File: src/ptd_pkg.sv
// package for the periodic task dispatcher: sizes, item and entry types, codes
// no dependencies
`timescale 1ns / 1ps

package ptd_pkg;

  localparam int TASK_COUNT = 8;
  localparam int INDEX_W    = 3;
  localparam int TICK_W     = 16;
  localparam int TASK_AW    = (TASK_COUNT > 1) ? $clog2(TASK_COUNT) : 1;

  localparam logic OP_REGISTER = 1'b0;
  localparam logic OP_SCAN     = 1'b1;

  typedef struct packed {
    logic               operation;
    logic [INDEX_W-1:0] task_index;
    logic [TICK_W-1:0]  interval;
    logic               run_enable;
    logic [TICK_W-1:0]  scan_tick;
  } in_item_t;

  typedef struct packed {
    logic               fired;
    logic [INDEX_W-1:0] fired_index;
    logic [TICK_W-1:0]  run_count;
    logic [TICK_W-1:0]  time_to_next;
    logic               last;
  } out_item_t;

  typedef struct packed {
    logic              running;
    logic [TICK_W-1:0] interval;
    logic [TICK_W-1:0] due_tick;
    logic [TICK_W-1:0] runs;
  } entry_t;

  localparam int ENTRY_W = $bits(entry_t);

  typedef struct packed {
    logic   fire;
    logic   counts;
    entry_t entry;
  } upd_t;

endpackage

File: src/periodic_task_dispatcher.sv
// periodic task dispatcher top level: sequencer, entry table ram, result register
// depends on ptd_pkg, ptd_ram, ptd_entry_upd
// a register item is taken in S_IDLE and gives no result; a scan walks the table
// entry by entry, S_READ (ram read) then S_EVAL (update and write-back), then ends in
// S_SUM with a summary item; fire and summary items wait for a free result register
// one item at a time: in_ready is low until a scan has finished
// reset: rst_n low clears the registered flags, previous tick and result valid flag;
// ram contents are not cleared, an entry reads as unregistered until it is written
`timescale 1ns / 1ps

module periodic_task_dispatcher import ptd_pkg::*; (
  input  logic      clk,
  input  logic      rst_n,
  input  logic      in_valid,
  output logic      in_ready,
  input  in_item_t  in_data,
  output logic      out_valid,
  input  logic      out_ready,
  output out_item_t out_data
);

  typedef enum logic [1:0] {
    S_IDLE,
    S_READ,
    S_EVAL,
    S_SUM
  } state_t;

  state_t              state_r;
  logic [TASK_COUNT-1:0] registered_r;  // one flag per entry, doubles as valid bit
  logic [TASK_AW-1:0]  idx_r;
  logic [TICK_W-1:0]   tick_r;          // tick of the scan in progress
  logic [TICK_W-1:0]   prev_tick_r;     // tick of the last finished scan
  logic                wrap_r;          // tick counter wrapped since last scan
  logic [TICK_W-1:0]   earliest_r;
  logic                any_r;
  logic                out_valid_r;
  out_item_t           out_data_r;

  logic      in_acc;
  logic      reg_acc;
  logic      scan_acc;
  logic      idx_in_range;
  logic      out_free;
  logic      out_load;
  logic      eval_go;
  logic      last_entry;
  logic      ram_we;
  logic [TASK_AW-1:0] ram_waddr;
  entry_t    ram_wdata;
  entry_t    ram_rdata;
  upd_t      upd;
  logic [TICK_W-1:0] ttn;
  entry_t    new_entry;

  // handshake decode
  assign in_ready     = (state_r == S_IDLE);
  assign in_acc       = in_valid && in_ready;
  assign idx_in_range = {1'b0, in_data.task_index} < (INDEX_W + 1)'(TASK_COUNT);
  assign reg_acc      = in_acc && (in_data.operation == OP_REGISTER);
  assign scan_acc     = in_acc && (in_data.operation == OP_SCAN);
  assign out_free     = !out_valid_r || out_ready;
  assign last_entry   = (idx_r == TASK_AW'(TASK_COUNT - 1));

  // an entry that fires needs the result register free before it commits
  assign eval_go = (state_r == S_EVAL) && (!upd.fire || out_free);

  // result register takes a fire item or the summary item this cycle
  assign out_load = (eval_go && upd.fire) || ((state_r == S_SUM) && out_free);

  // fresh entry from a register item: due tick and run count start at zero
  always_comb begin
    new_entry.running  = in_data.run_enable;
    new_entry.interval = in_data.interval;
    new_entry.due_tick = '0;
    new_entry.runs     = '0;
  end

  // single write port shared by register items and scan write-back
  always_comb begin
    ram_we    = 1'b0;
    ram_waddr = idx_r;
    ram_wdata = upd.entry;
    if (reg_acc && idx_in_range) begin
      ram_we    = 1'b1;
      ram_waddr = in_data.task_index[TASK_AW-1:0];
      ram_wdata = new_entry;
    end else if (eval_go && registered_r[idx_r]) begin
      ram_we = 1'b1;
    end
  end

  ptd_ram #(
    .WIDTH (ENTRY_W),
    .DEPTH (TASK_COUNT)
  ) u_table (
    .clk   (clk),
    .we    (ram_we),
    .waddr (ram_waddr),
    .wdata (ram_wdata),
    .re    (state_r == S_READ),
    .raddr (idx_r),
    .rdata (ram_rdata)
  );

  ptd_entry_upd u_upd (
    .ent        (ram_rdata),
    .registered (registered_r[idx_r]),
    .wrap       (wrap_r),
    .prev_tick  (prev_tick_r),
    .tick       (tick_r),
    .upd        (upd)
  );

  // summary: distance from scan tick to the earliest due running entry
  always_comb begin
    if (!any_r) begin
      ttn = '1;
    end else if (earliest_r > tick_r) begin
      ttn = earliest_r - tick_r;
    end else begin
      ttn = '0;
    end
  end

  always_ff @(posedge clk) begin
    if (!rst_n) begin
      state_r      <= S_IDLE;
      registered_r <= '0;
      idx_r        <= '0;
      prev_tick_r  <= '0;
      wrap_r       <= 1'b0;
      any_r        <= 1'b0;
      out_valid_r  <= 1'b0;
    end else begin
      // a new result replaces one taken downstream
      if (out_load) begin
        out_valid_r <= 1'b1;
      end else if (out_ready) begin
        out_valid_r <= 1'b0;
      end
      case (state_r)
        S_IDLE: begin
          if (reg_acc && idx_in_range) begin
            registered_r[in_data.task_index[TASK_AW-1:0]] <= 1'b1;
          end
          if (scan_acc) begin
            tick_r  <= in_data.scan_tick;
            wrap_r  <= prev_tick_r > in_data.scan_tick;
            idx_r   <= '0;
            any_r   <= 1'b0;
            state_r <= S_READ;
          end
        end
        S_READ: begin
          // read issued this cycle, data valid next
          state_r <= S_EVAL;
        end
        S_EVAL: begin
          if (eval_go) begin
            if (upd.fire) begin
              out_data_r.fired         <= 1'b1;
              out_data_r.fired_index   <= INDEX_W'(idx_r);
              out_data_r.run_count     <= upd.entry.runs;
              out_data_r.time_to_next  <= '0;
              out_data_r.last          <= 1'b0;
            end
            // earliest due tick among running entries, after rescheduling
            if (upd.counts && (!any_r || (upd.entry.due_tick < earliest_r))) begin
              earliest_r <= upd.entry.due_tick;
              any_r      <= 1'b1;
            end
            if (last_entry) begin
              state_r <= S_SUM;
            end else begin
              idx_r   <= idx_r + TASK_AW'(1);
              state_r <= S_READ;
            end
          end
        end
        S_SUM: begin
          if (out_free) begin
            out_data_r.fired         <= 1'b0;
            out_data_r.fired_index   <= '0;
            out_data_r.run_count     <= '0;
            out_data_r.time_to_next  <= ttn;
            out_data_r.last          <= 1'b1;
            prev_tick_r              <= tick_r;
            state_r                  <= S_IDLE;
          end
        end
        default: begin
          state_r <= S_IDLE;
        end
      endcase
    end
  end

  assign out_valid = out_valid_r;
  assign out_data  = out_data_r;

endmodule

File: src/ptd_ram.sv
// generic single write port, single read port ram with registered read
// no dependencies
`timescale 1ns / 1ps

module ptd_ram #(
  parameter int WIDTH = 8,
  parameter int DEPTH = 8,
  localparam int AW = (DEPTH > 1) ? $clog2(DEPTH) : 1
) (
  input  logic             clk,
  input  logic             we,
  input  logic [AW-1:0]    waddr,
  input  logic [WIDTH-1:0] wdata,
  input  logic             re,
  input  logic [AW-1:0]    raddr,
  output logic [WIDTH-1:0] rdata
);

  logic [WIDTH-1:0] mem [DEPTH];
  logic [WIDTH-1:0] rdata_r;

  always_ff @(posedge clk) begin
    if (we) begin
      mem[waddr] <= wdata;
    end
    if (re) begin
      rdata_r <= mem[raddr];
    end
  end

  assign rdata = rdata_r;

endmodule

File: src/ptd_entry_upd.sv
// per-entry update during a scan: wraparound fix, due test, reschedule
// depends on ptd_pkg
`timescale 1ns / 1ps

module ptd_entry_upd import ptd_pkg::*; (
  input  entry_t            ent,
  input  logic              registered,
  input  logic              wrap,
  input  logic [TICK_W-1:0] prev_tick,
  input  logic [TICK_W-1:0] tick,
  output upd_t              upd
);

  logic [TICK_W-1:0] due_fix;
  logic              fire;

  always_comb begin
    due_fix = ent.due_tick;
    if (wrap) begin
      if (ent.due_tick > prev_tick) begin
        due_fix = ent.due_tick - prev_tick;
      end else if (ent.due_tick > ent.interval) begin
        due_fix = '0;
      end
    end
  end

  assign fire = registered && ent.running && (tick > due_fix);

  always_comb begin
    upd.fire           = fire;
    upd.counts         = registered && ent.running;
    upd.entry.running  = ent.running;
    upd.entry.interval = ent.interval;
    upd.entry.due_tick = fire ? (tick + ent.interval) : due_fix;
    upd.entry.runs     = fire ? (ent.runs + TICK_W'(1)) : ent.runs;
  end

endmodule
File: config.mk
export PLATFORM = sky130hd
export DESIGN_NAME = periodic_task_dispatcher
export DESIGN_NICKNAME = d
export VERILOG_FILES = /design/src/ptd_pkg.sv /design/src/periodic_task_dispatcher.sv /design/src/ptd_ram.sv /design/src/ptd_entry_upd.sv
export SDC_FILE = /design/constraint.sdc
export NUM_CORES = 1
export LEC_CHECK = 0
export ABC_AREA = 1
export BUFFER_PORTS_ARGS = -buffer_cell sky130_fd_sc_hd__buf_2
export CAP_MARGIN = 5
export CORE_ASPECT_RATIO = 1.25
export CORE_MARGIN = 1
export CORE_UTILIZATION = 62
export CTS_CLUSTER_SIZE = 40
export DETAILED_ROUTE_END_ITERATION = 7
export GPL_TIMING_DRIVEN = 0
export PLACE_DENSITY = 0.78
export SYNTH_ARGS = -nofsm -noshare
export SYNTH_HDL_FRONTEND = slang
export SYNTH_SLANG_ARGS = --single-unit
File: constraint.sdc
create_clock -name clk -period 6.85 [get_ports clk]
set_clock_uncertainty 0.2 [all_clocks]
set_input_delay 2.055 -clock clk [delete_from_list [all_inputs] [get_ports clk]]
set_output_delay 2.055 -clock clk [all_outputs]
set_load 0.03 [all_outputs]
==> impl_results.md <==
- Vias in the first global route: 18,500
- Most frequent cell after synthesis: edfxtp_1
- Drc violations: 0
- Synthesized cell area: 25,200 um2
- Worst-path fanout max: 6
- Largest net degree at the start of global routing: 30
- Root Buffer: clkbuf_16
- Setup TNS: 0 ps
- Crit. Startpoint: u_table.rdata[16]
- Final Wtd Congestion: 0.964
- Critical R2R Launch: u_table.rdata[16]
- Fin worst setup slack: 263 ps
- Seq/Total Area, Yosys: 63.3%
- Worst-Skew Late Latency: 620 ps
- Max-cap violation count: 0
- Clock buffer count from CTS: 52
- Via Count: 18,900
- Synthesized instance count: 2,343
- Number of synthesized register bits: 542
- Initial antenna violation count: 0
- Setup CP Type: flip-flop to flip-flop
- Delay-heaviest family, CP: simple AND/OR/NAND/NOR gates
- Worst Path Required: 6970 ps
- Slowest stage delay, CP: 560 ps
- Fin. max-slew vios: 0
- CP bufs+invs: 7
- Main synth FF type: edfxtp_1
- Crit path top cell by count: nand2_1
- Pre-CTS worst setup slack: -886 ps
- Drt total wl: 72,400 um
- Vias/cell: 6.11
- Hold WC Path Type: flip-flop to flip-flop
- R2r worst-path depth: 36
- Pwr Density: 278 nW/um2
- Synth top cells by count: edfxtp_1, nor2_1, o21ai_0, nand2_1, inv_1
- Finished Layout Cells: 3,091
- Crit path launch type: flip-flop
- Status: finished, final reports clean
- CTS tree: built
- Max clock buf depth: 3
- Reg2Reg Setup Slack: 260 ps
- Leakage: 0.0107 uW
- Chip width: 182 um
- Critical Path Sink Type: flip-flop
- Chip height: 227 um
- Share of cells above drive strength 1: 9.98%
- Post-synth ARST share: 0%
- EDFF count, synth: 510
- First-pass GRT wire length: 106,000 um
- Initial Util: 62.8%
- Drt first pass iters: 7
- Synthesized area per cell: 10.8 um2
- Synthesis Warnings: 0
- Psw: 2210 uW
- Clock power frac: 35.4%
- Final hold vios: 0
- 1st-iter DRT viols: 1,961
- Htree depth: 2
- CP arrival: 6700 ps
- Critical path depth: 36
- Leading post-synthesis cells by cell area: edfxtp_1, nor2_1, ha_1
- Core area: 40,100 um2
- Critical Path Sink: earliest_r[7]
- Slowest CP cell: edfxtp_1
- Routed len/inst: 23.4 um
- Syn Nets: 2,500
- Pint: 5730 uW
- Peak VDD IR: 227 uV
- Post-synth top area cell: edfxtp_1
- Diodes inserted: 0
- Clock Pin Slew Worst Setup and Hold Paths: 60 ps
- Area share of the largest cell type after synthesis: 60.8%
- Yosys cell types: 50
- Power, Total: 7940 uW
- Clock sink total: 542
- PortBufs: 79
- Placed cell count: 2,984
- GRT overflow: 0
- Sw frac: 27.8%
- Slew headroom: 12.7%
- Ports: 80
- Ratio of final minimum period to clock period: 96.2%
- Die area: 41,500 um2
- Flop pwr share: 49.1%
- Tmin final: 6590 ps
- R2r endpoint: earliest_r[7]
- Worst-Margin Slew: 1300 ps
- Dpl hpwl: 50,900 um
- F_max: 0.152 GHz
- Routed Antenna Nets: 0
- Area growth, synth to finish: 13.5%
- All-Layer GR Usage: 35.1%
- Final setup fails: 0
- Combinational power share: 15.5%
- Row cnt: 82
- Layout Nets: 2,665
[registers in the layout (all words and copies together) (netlist names)]
name           cells
any_r              1
wrap_r             1
tick_r            16
u_table.rdata     49
registered_r       8
u_table.mem      392
state_r            2
idx_r              3
out_valid          1
out_data          37
earliest_r        16
prev_tick_r       16
[timing repair]
item / 4_1_cts / 5_1_grt
pin swaps: 0 / 9
hold buffers: 0 / 0
setup buffers: 2 / 12
gates cloned: 0 / 3
resized for setup: 11 / 29
endpoints found under the setup margin: 16 / 41
[worst min path at each step]
stage                    start               to  cells past startpoint
3_5_place_dp   registered_r[1]  registered_r[1]                      2
5_1_grt        registered_r[1]  registered_r[1]                      2
6_report       registered_r[2]  registered_r[2]                      2
4_1_cts        registered_r[1]  registered_r[1]                      2
2_1_floorplan  registered_r[2]  registered_r[2]                      2
3_3_place_gp   registered_r[1]  registered_r[1]                      2
[routing by layer]
layer	wire length (um)	up-vias	GRT usage [%]
met5	0	-	0
met4	5370	0	24.8
met3	5890	267	5.81
met2	36000	1095	61.4
met1	25100	8929	39.1
li1	-	8594	-
[metrics by stage]
stage | utilization, % | hold WS [ps] | area (um2)
finish | 71.3 | 278 | 28600
global route | 71.3 | 316 | 28600
CTS | 70.8 | 281 | 28400
detailed placement | 66.6 | 258 | 26700
global placement | 65.5 | 261 | 26300
floorplan | - | 238 | 25200
[kinds of logic after synthesis]
family	synth area share [%]
AO/OA/AOI/OAI	12.3
AND/OR/NAND/NOR	12.7
flip-flops	63.3
XOR/XNOR	1.22
multiplexers	0.0795
adder cells (fa/ha/maj)	5.85
buffers and inverters	4.48
[cell usage in the layout (no fill, tap or decap), types with 56 or more instances in the layout]
master,Yosys,routed
edfxtp_1,510,510
nand3_1,56,56
inv_1,188,186
a21oi_1,139,137
nor2_1,431,419
o21ai_0,282,279
nand2_1,227,221
clkbuf_1,82,91
buf_2,5,83
ha_1,113,113
[power by group through the flow]
stage | clock network (uW) | logic (uW) | registers (uW)
6_report | 2810 | 1230 | 3900
5_1_grt | 2930 | 1340 | 3900
4_1_cts | 2820 | 1190 | 3890
3_5_place_dp | 0 | 1170 | 3960
3_3_place_gp | 0 | 1100 | 3970
2_1_floorplan | 0 | 749 | 3930
[area by class of cell]
cell class	instances	area [um2]
Sequential cell	542	16000
Fill cell	2749	11500
Multi-Input combinational cell	1507	8260
Clock buffer	65	1350
Timing Repair Buffer	111	917
Inverter	190	717
Tap cell	546	683
Buffer	104	437
Clock inverter	26	280
[worst min-delay path, delay by kind of cell, from the launching register on]
kind	cells	cell delay (ps)
AOI/OAI and AO/OA	1	40
DFF	1	330
and+or+nand+nor	1	70
No activity file was read; power rests on OpenSTA's default activity.
